<file path="src/hdl/lzss_pkg.sv">
package lzss_pkg;

	localparam int WINDOW_SIZE = 4096;
	localparam int PTR_W = $clog2(WINDOW_SIZE);
	localparam int BYTE_W = 8;
	localparam int LEN_W = 16;
	localparam int REM_W = 5;
	localparam int FLAG_CNT_W = 4;
	localparam int CODE_LEN_W = 4;
	localparam logic [REM_W-1:0] LEN_BIAS = REM_W'(2);
	localparam logic [FLAG_CNT_W-1:0] FLAG_BITS_AFTER_LOAD = FLAG_CNT_W'(7);

	// stream parse phase
	typedef enum logic [7:0] {
		PH_HDR0    = 8'b0000_0001,
		PH_HDR1    = 8'b0000_0010,
		PH_HDR2    = 8'b0000_0100,
		PH_HDR3    = 8'b0000_1000,
		PH_FLAG    = 8'b0001_0000,
		PH_LIT     = 8'b0010_0000,
		PH_CODE_LO = 8'b0100_0000,
		PH_CODE_HI = 8'b1000_0000
	} phase_t;

	// controller sequencing state
	typedef enum logic [3:0] {
		ST_IDLE = 4'b0001,
		ST_LIT  = 4'b0010,
		ST_RD   = 4'b0100,
		ST_CP   = 4'b1000
	} state_t;

	typedef struct packed {
		logic ld_tgt_lo;
		logic ld_tgt_hi;
		logic ld_lit;
		logic ld_code_lo;
		logic start_copy;
		logic rd;
		logic emit_lit;
		logic emit_copy;
	} lzss_cmd_t;

	typedef struct packed {
		logic finished;
		logic out_free;
		logic copy_last;
	} lzss_stat_t;

endpackage

</file>
<file path="src/hdl/lzss_in_if.sv">
interface lzss_in_if import lzss_pkg::*; ();
	logic              valid;
	logic              ready;
	logic [BYTE_W-1:0] in_byte;

	modport source (output valid, output in_byte, input ready);
	modport sink (input valid, input in_byte, output ready);
endinterface

</file>
<file path="src/hdl/lzss_ctrl.sv">
module lzss_ctrl import lzss_pkg::*; (
	input  logic       clk,
	input  logic       arst_n,
	lzss_in_if.sink    in_ch,
	input  lzss_stat_t stat,
	output lzss_cmd_t  cmd
);

	state_t                st_q, st_d;
	phase_t                ph_q, ph_d;
	logic [BYTE_W-1:0]     flag_q, flag_d;
	logic [FLAG_CNT_W-1:0] bits_q, bits_d;
	logic                  accept;
	phase_t                adv_ph;
	logic [BYTE_W-1:0]     adv_flag;
	logic [FLAG_CNT_W-1:0] adv_bits;

	assign in_ch.ready = (st_q == ST_IDLE);
	assign accept = in_ch.valid && in_ch.ready;

	// next flag bit, taken after a literal or a finished match
	always_comb begin
		if (bits_q == '0) begin
			adv_ph   = PH_FLAG;
			adv_flag = flag_q;
			adv_bits = bits_q;
		end else begin
			adv_ph   = flag_q[0] ? PH_LIT : PH_CODE_LO;
			adv_flag = flag_q >> 1;
			adv_bits = bits_q - FLAG_CNT_W'(1);
		end
	end

	always_comb begin
		cmd    = '0;
		st_d   = st_q;
		ph_d   = ph_q;
		flag_d = flag_q;
		bits_d = bits_q;
		unique case (st_q)
			ST_IDLE: begin
				if (accept && !stat.finished) begin
					unique case (ph_q)
						PH_HDR0: begin
							cmd.ld_tgt_lo = 1'b1;
							ph_d = PH_HDR1;
						end
						PH_HDR1: begin
							cmd.ld_tgt_hi = 1'b1;
							ph_d = PH_HDR2;
						end
						PH_HDR2: ph_d = PH_HDR3;
						PH_HDR3: ph_d = PH_FLAG;
						PH_FLAG: begin
							ph_d   = in_ch.in_byte[0] ? PH_LIT : PH_CODE_LO;
							flag_d = in_ch.in_byte >> 1;
							bits_d = FLAG_BITS_AFTER_LOAD;
						end
						PH_LIT: begin
							cmd.ld_lit = 1'b1;
							st_d = ST_LIT;
						end
						PH_CODE_LO: begin
							cmd.ld_code_lo = 1'b1;
							ph_d = PH_CODE_HI;
						end
						PH_CODE_HI: begin
							cmd.start_copy = 1'b1;
							st_d = ST_RD;
						end
						default: ph_d = PH_HDR0;
					endcase
				end
			end
			ST_LIT: begin
				if (stat.out_free) begin
					cmd.emit_lit = 1'b1;
					ph_d   = adv_ph;
					flag_d = adv_flag;
					bits_d = adv_bits;
					st_d   = ST_IDLE;
				end
			end
			ST_RD: begin
				cmd.rd = 1'b1;
				st_d = ST_CP;
			end
			ST_CP: begin
				if (stat.out_free) begin
					cmd.emit_copy = 1'b1;
					if (stat.copy_last) begin
						ph_d   = adv_ph;
						flag_d = adv_flag;
						bits_d = adv_bits;
						st_d   = ST_IDLE;
					end else begin
						st_d = ST_RD;
					end
				end
			end
			default: st_d = ST_IDLE;
		endcase
	end

	always_ff @(posedge clk or negedge arst_n) begin
		if (!arst_n) begin
			st_q   <= ST_IDLE;
			ph_q   <= PH_HDR0;
			flag_q <= '0;
			bits_q <= '0;
		end else begin
			st_q   <= st_d;
			ph_q   <= ph_d;
			flag_q <= flag_d;
			bits_q <= bits_d;
		end
	end

endmodule

</file>
<file path="src/flat_wrapper.sv">
// flat-port wrapper written by rule: the top's interface ports become plain ports
module lzss_ctrl_flat import lzss_pkg::*;
  (clk, arst_n, stat, cmd, in_ch_valid, in_ch_in_byte, in_ch_ready);
  lzss_in_if in_ch_i ();
  input  logic clk;
  input  logic arst_n;
  input  lzss_stat_t stat;
  output lzss_cmd_t cmd;
  input wire logic [$bits(in_ch_i.valid)-1:0] in_ch_valid;
  input wire logic [$bits(in_ch_i.in_byte)-1:0] in_ch_in_byte;
  output wire logic [$bits(in_ch_i.ready)-1:0] in_ch_ready;
  assign in_ch_i.valid = in_ch_valid;
  assign in_ch_i.in_byte = in_ch_in_byte;
  assign in_ch_ready = in_ch_i.ready;
  lzss_ctrl u_core (.clk(clk), .arst_n(arst_n), .in_ch(in_ch_i), .stat(stat), .cmd(cmd));
endmodule
</file>
<file path="config.mk">
export PLATFORM = sky130hd
export DESIGN_NAME = lzss_ctrl_flat
export DESIGN_NICKNAME = d
export VERILOG_FILES = /design/src/hdl/lzss_pkg.sv /design/src/hdl/lzss_in_if.sv /design/src/hdl/lzss_ctrl.sv /design/src/flat_wrapper.sv
export SDC_FILE = /design/constraint.sdc
export NUM_CORES = 1
export LEC_CHECK = 0
export ABC_AREA = 1
export BUFFER_PORTS_ARGS = -buffer_cell sky130_fd_sc_hd__buf_2
export CORE_ASPECT_RATIO = 1.4
export CORE_MARGIN = 3
export CORE_UTILIZATION = 55
export DETAILED_ROUTE_END_ITERATION = 10
export PLACE_DENSITY_LB_ADDON = 0.15
export SLEW_MARGIN = 25
export SYNTH_ARGS = -nofsm -noshare
export SYNTH_HDL_FRONTEND = slang
export SYNTH_SLANG_ARGS = --single-unit
</file>
<file path="constraint.sdc">
create_clock -name clk -period 2.2 [get_ports clk]
set_input_delay 0.22 -clock clk [delete_from_list [all_inputs] [get_ports clk]]
set_output_delay 0.22 -clock clk [all_outputs]
set_load 0.005 [all_outputs]
</file>
==> results by group, run 1 <==
Yosys
  • Synth Area in XOR/XNOR: 0.005696
  • Syn nets: 235
  • Yosys reg bits: 23
  • Post-Syn Area: 1538 µm²
  • Ys Warns: 0
  • Synth Area in Adders: 0.008137
  • Simple-gate share of the synthesized area: 0.4451
  • Leading area contributor after synthesis: dfrtp_1
  • Post-synth EDFFs: 0
  • Top post-synthesis cells by area: dfrtp_1, nand2_1, nand3_1
  • Most frequent cell after synthesis: nand2_1
  • Synth cell count leaders: nand2_1, nand3_1, nor2_1, dfrtp_1, inv_1
  • Mux share of post-synthesis cell area: 0
  • Async SR Flop Fraction: 1.000
  • Top cell type's share of synthesized area: 0.3417
  • Seq/Total Area, Yosys: 0.3759
  • Syn avg cell area: between 6 and 7 µm²
  • Largest family of logic cells by synthesized area: simple AND/OR/NAND/NOR gates
  • Cells after Synth: 220
  • Synth Flop Type: dfrtp_1
  • Synth cell types: 25
  • Compound-Gate Fraction of Synth Area: 0.08055

Pwr
  • Overall Power: 1.222 mW
  • Max IR drop VDD: 0.0005212 V
  • Pwr dens: between 700 and 800 nW/µm²
  • P_leak: ~0.92 nW

Clocking
  • CTS resizes: 0
  • Clock Sinks: 23
  • Clk root buf: clkbuf_4
  • CTS Hold Bufs: 1
  • Clk buf depth: 2
  • # H-tree levels: 1
  • Clock Pin Slew Worst Setup and Hold Paths: approximately 120 ps
  • CTS tree: yes
  • Post-CTS Setup Repair Bufs: 0
  • Worst-skew pair later-pin latency: ~310 ps
  • CTS buffer count: 3

Worst setup path
  • Crit path max fanout: 6
  • R2R Path Start: u_core.st_q[2]
  • R2r worst-path depth: 9
  • Setup CP Type: reg2out
  • Crit. End Element: primary output
  • R2R setup slack: 460 ps
  • CP required: ~2000 ps
  • Critical path launch point type: flop
  • WP data arrival: 1780 ps
  • Critical R2R Capture: u_core.bits_q[2]

Floorplan
  • Std-Cell Rows: 22
  • Die Width: between 50 and 60 µm
  • Core ar.: between 2000 and 3000 µm²
  • Starting Density: 0.5819
  • Die height: a little under 70 µm
  • I/O pins: 23
  • Die area: 3476 µm²

Run
  • Max-cap violations: 0

Cells and area
  • Layout Cells excl Fill: 279
  • Layout cell share with drive strength beyond 1: 0.2387
  • Final core occ: 0.6387
  • Layout filler cell count: 269
  • ANT cells: 0
  • P&R area growth vs syn: 9.764%
  • Fin area: 1688 µm²
  • Nets: 259

Timing
  • Unrepaired setup endpoints after global routing: no
  • Slew headroom: 0.6552
  • Worst hold margin: 154.5 ps
  • Final Hold Vio Count: 0
  • Setup Total Neg Slack: 0 ps
  • Worst-margin pin slew: between 500 and 600 ps
  • Setup ws final: 195.7 ps
  • Final Max Slew Viols: 0
  • Fmax: 498.9 MHz
  • Final min period: 2004 ps
  • Fin crit share: 0.9110
  • Setup Skew: ~7.4 ps
  • # setup viols final: 0

Place
  • Post-DP Area: 1652 µm²
  • Setup WS pre-CTS: 486.2 ps
  • GP Congestion: about 0.8
  • HPWL Detailed: 2.329 mm
  • PortBufs: 22
  • Placed insts: 274

Run status
  • Outcome: finished clean

Worst hold path
  • Hold Path Stages: 3
  • Hold endpoint: u_core.flag_q[6]
  • Hold Path Origin: in_ch_in_byte[7]
  • Worst hold path class: in2reg

Global routing
  • Initial antenna violation count: 0
  • Largest net degree at the start of global routing: 24
  • Vias in the first global route: around 1200
  • First-pass GRT wire length: between 5 and 6 mm
  • Total GRT Usage: 0.1929
  • GRT overflow: 0

Drt
  • Final antenna-violating net count: 0
  • Wirelength, routed: 3.019 mm
  • Drt wl/cell: 10.82 µm
  • Via count: 1382
  • DRC Markers: 0
  • DR iter-0 viols: 53
  • Via-to-Cell Ratio: 4.953
  • Drt pass-1 iters: 5
[cell type report]
cell class	instances	area, µm²	area share
multi-input cells	170	829.5	0.4915
flip-flops and latches	23	578.1	0.3425
repair buffers	23	120.1	0.07116
inverters	23	88.84	0.05263
well taps	36	45.04	0.02669
clock buffers	4	26.28	0.01557
[cell families (layout without fill, tap and decap cells)]
logic type                 Yosys count  count (layout)
buffers and inverters               27              50
adders and majority gates            1               1
AOI/OAI and AO/OA                   17              17
DFF                                 23              23
and+or+nand+nor                    151             151
xor gates and xnor gates             1               1
[layout by cell type (no fill, tap or decap)]
cell type,instances
nand2_1,82
nand3_1,25
nor2_1,25
buf_2,22
dfrtp_1,21
inv_1,16
o21ai_2,9
inv_2,6
nor2_2,5
o21ai_0,5
nand2_2,3
nand3_2,3
clkbuf_4,3
nor3_1,2
nand2_4,2
o21a_1,2
dfstp_2,2
nor2_4,1
xnor2_1,1
nor2_8,1
inv_4,1
o21ai_1,1
nand4_1,1
nor3b_1,1
ha_1,1
clkbuf_1,1
dlygate4sd3_1,1
[routing by layer]
layer	vias to the layer above	wire length, µm	GRT usage
met4	0	40	0.08081
met2	34	1470	0.3399
met1	604	1388	0.2374
met3	5	120	0.02581
li1	739	-	-
met5	-	0	0
[sequential cells by signal, summed over array words and instances, names as in the netlist]
| name | flops |
|---|---|
| u_core.bits_q | 4 |
| u_core.ph_q | 8 |
| u_core.st_q | 4 |
| u_core.flag_q | 7 |
[worst max-delay path by stage]
stage	depth (start not counted)	startpoint	to	slack [ps]
floorplan	10	u_core.st_q[0]	u_core.ph_q[3]	690
global placement	9	u_core.st_q[0]	u_core.bits_q[2]	530
detailed placement	9	u_core.st_q[0]	u_core.bits_q[2]	490
CTS	7	u_core.st_q[0]	cmd[4]	190
global route	7	u_core.st_q[0]	cmd[6]	50
finish	7	u_core.st_q[0]	cmd[4]	200
[worst max-delay path, stage by stage (launching register included)]
cell and delay [ps]:
dfstp_2 580, inv_1 50, nor2_2 110, nand2_2 100
inv_2 110, nand3_1 170, nor3_1 200, buf_2 150
[report_power, final]
part	total [mW]	switching, mW	leakage, nW	internal (mW)
clock	0.199	0.128	0.0150	0.0708
combinational	0.447	0.280	0.598	0.168
sequential	0.576	0.0623	0.311	0.514
Power figures use the tool's default switching activity.
==> inputs of run 2 (changes only) <==
--- a/config.mk
+++ b/config.mk
@@ -10,6 +10,7 @@
 export CORE_ASPECT_RATIO = 1.4
 export CORE_MARGIN = 3
 export CORE_UTILIZATION = 55
+export CTS_BUF_LIST = sky130_fd_sc_hd__clkbuf_4 sky130_fd_sc_hd__clkbuf_8
 export DETAILED_ROUTE_END_ITERATION = 10
 export PLACE_DENSITY_LB_ADDON = 0.15
 export SLEW_MARGIN = 25
==> results by group, run 2 (synthesis gave the netlist of run 1 again) <==
Cells and area
  • Most flops, register: u_core.ph_q
  • Biggest regs: u_core.ph_q x8, u_core.flag_q x7
  • Most common cell after layout, fill and taps aside: nand2_1
  • P&R area growth vs syn: 10.01%
  • ANT cells: 0
  • Max reg flops: 8
  • Most frequent cells in the layout: nand2_1, nand3_1, nor2_1
  • Nets: 259
  • Layout cell share with drive strength beyond 1: 0.2428
  • Layout Cells excl Fill: 279

Drt
  • DRC Markers: 0
  • Wirelength, routed: 3.010 mm
  • DR iter-0 viols: 53
  • Drt wl/cell: 10.79 µm
  • Via-to-Cell Ratio: 4.961
  • Drt pass-1 iters: 5
  • Final antenna-violating net count: 0
  • Via count: ~1400

Worst setup path
  • Crit path max fanout: 6
  • CP cell instances: inv_1 -> nor2_2 -> nand2_2 -> inv_2 -> nand3_1 -> nor3_1 -> buf_2
  • Crit-path slowest cell: dfstp_2
  • Crit. End Element: primary output
  • R2R setup slack: 450 ps
  • CP top delay family: simple AND/OR/NAND/NOR gates
  • Crit path buf inv count: 3
  • R2R Path Start: u_core.st_q[2]
  • Setup CP Type: reg2out
  • Critical path launch point type: flop
  • CP required: around 2000 ps
  • Max incr delay on CP: between 500 and 600 ps
  • WP data arrival: 1780 ps
  • Critical R2R Capture: u_core.bits_q[2]
  • R2r worst-path depth: 9

Timing
  • Final Max Slew Viols: 0
  • Final min period: 2004 ps
  • Worst-margin pin slew: 516.9 ps
  • Fin crit share: 0.9110
  • # setup viols final: 0
  • Final Hold Vio Count: 0
  • Unrepaired setup endpoints after global routing: no
  • Setup Total Neg Slack: 0 ps
  • Slew headroom: 0.6554
  • Fmax: 499.0 MHz
  • Setup Skew: 2.391 ps

Pwr
  • Pwr dens: 728.5 nW/µm²
  • P_leak: 0.9272 nW
  • Switch Pwr: 0.4679 mW
  • Max IR drop VDD: 0.0005213 V
  • Overall Power: 1.232 mW
  • P_int: 0.7645 mW
  • Logic pwr share: 0.363
  • Seq pwr share: 0.467
  • Sw Ratio: 0.3797
  • Clock share of power: 0.170

Worst hold path
  • Hold Path Origin: in_ch_in_byte[7]
  • Hold endpoint: u_core.flag_q[6]
  • Worst hold path class: in2reg
  • Hold Path Stages: 3

Clocking
  • Clock Sinks: 23
  • Clk root buf: clkbuf_4
  • Clk buf depth: 2
  • Worst-skew pair later-pin latency: 310 ps
  • Clock Pin Slew Worst Setup and Hold Paths: 120 ps
  • CTS tree: yes
  • CTS resizes: 0
  • Post-CTS Setup Repair Bufs: 0
  • # H-tree levels: 1
  • CTS buffer count: 3

Global routing
  • First-pass GRT wire length: 5.133 mm
  • Vias in the first global route: roughly 1200
  • Total GRT Usage: 0.1934
  • Largest net degree at the start of global routing: 24
  • Initial antenna violation count: 0
  • GRT overflow: 0

Floorplan
  • Die height: 68.57 µm
  • Die area: 3476 µm²
  • Std-Cell Rows: 22
  • Die Width: slightly above 50 µm
  • Starting Density: 0.5819
  • I/O pins: 23
  • Core ar.: 2643 µm²

Place
  • PortBufs: 22
  • GP Congestion: 0.7975
  • HPWL Detailed: 2.329 mm
  • Placed insts: 274

Run
  • Max-cap violations: 0

Run status
  • Outcome: finished clean
## run 2: timing repair
action | CTS | global route
hold buffers | 1 | 0
setup endpoints to repair | 0 | 0
endpoints found under the hold margin | 21 | 0
## run 2: through the flow
| step | instance area (µm²) | setup slack [ps] | util | hold WS (ps) |
|---|---|---|---|---|
| after detailed placement | 1652 | 486.2 | 0.6250 | 230.8 |
| after floorplan | 1538 | 694.2 | - | -75.59 |
| final | 1692 | 195.8 | 0.6402 | 154.0 |
| after global placement | 1652 | 526.3 | 0.6250 | 224.2 |
| after CTS | 1692 | 190.1 | 0.6402 | 149.0 |
| after global routing | 1692 | 46.98 | 0.6402 | 171.3 |
## run 2: layout make-up
class	instances	area (µm²)
clock buffers	4	30.03
fillers	271	950.9
flip-flops and latches	23	578.1
inverters	23	88.84
repair buffers	23	120.1
multi-input cells	170	829.5
well taps	36	45.04
## run 2: worst max path at each step
stage	end	slack (ps)	start	cells after the start
detailed placement	u_core.bits_q[2]	490	u_core.st_q[0]	9
global route	cmd[6]	50	u_core.st_q[0]	7
finish	cmd[4]	200	u_core.st_q[0]	7
CTS	cmd[4]	190	u_core.st_q[0]	7
floorplan	u_core.ph_q[3]	690	u_core.st_q[0]	10
global placement	u_core.bits_q[2]	530	u_core.st_q[0]	9
## run 2: routing by layer
layer | track usage | up-vias | routed length, µm
li1 | - | 740 | -
met1 | 0.2387 | 603 | 1373
met2 | 0.3399 | 36 | 1475
met3 | 0.02581 | 5 | 120
met4 | 0.08081 | 0 | 40
met5 | 0 | - | 0
## run 2: power by group through the flow
stage,Combinational (mW),Clock [mW],Sequential [mW]
floorplan,0.364,0,0.570
global placement,0.441,0,0.583
detailed placement,0.446,0,0.584
CTS,0.450,0.217,0.575
global route,0.514,0.234,0.586
finish,0.447,0.209,0.576
## run 2: worst register-to-register path, cell delays in order (launching register included)
cell and delay [ps]:
dfrtp_1 430, nor2_2 220, nand2_1 140, nand2_1 320, nand2_1 90, nand2_1 90, inv_2 80, nand2_4 180
nand2_1 90, o21ai_2 60
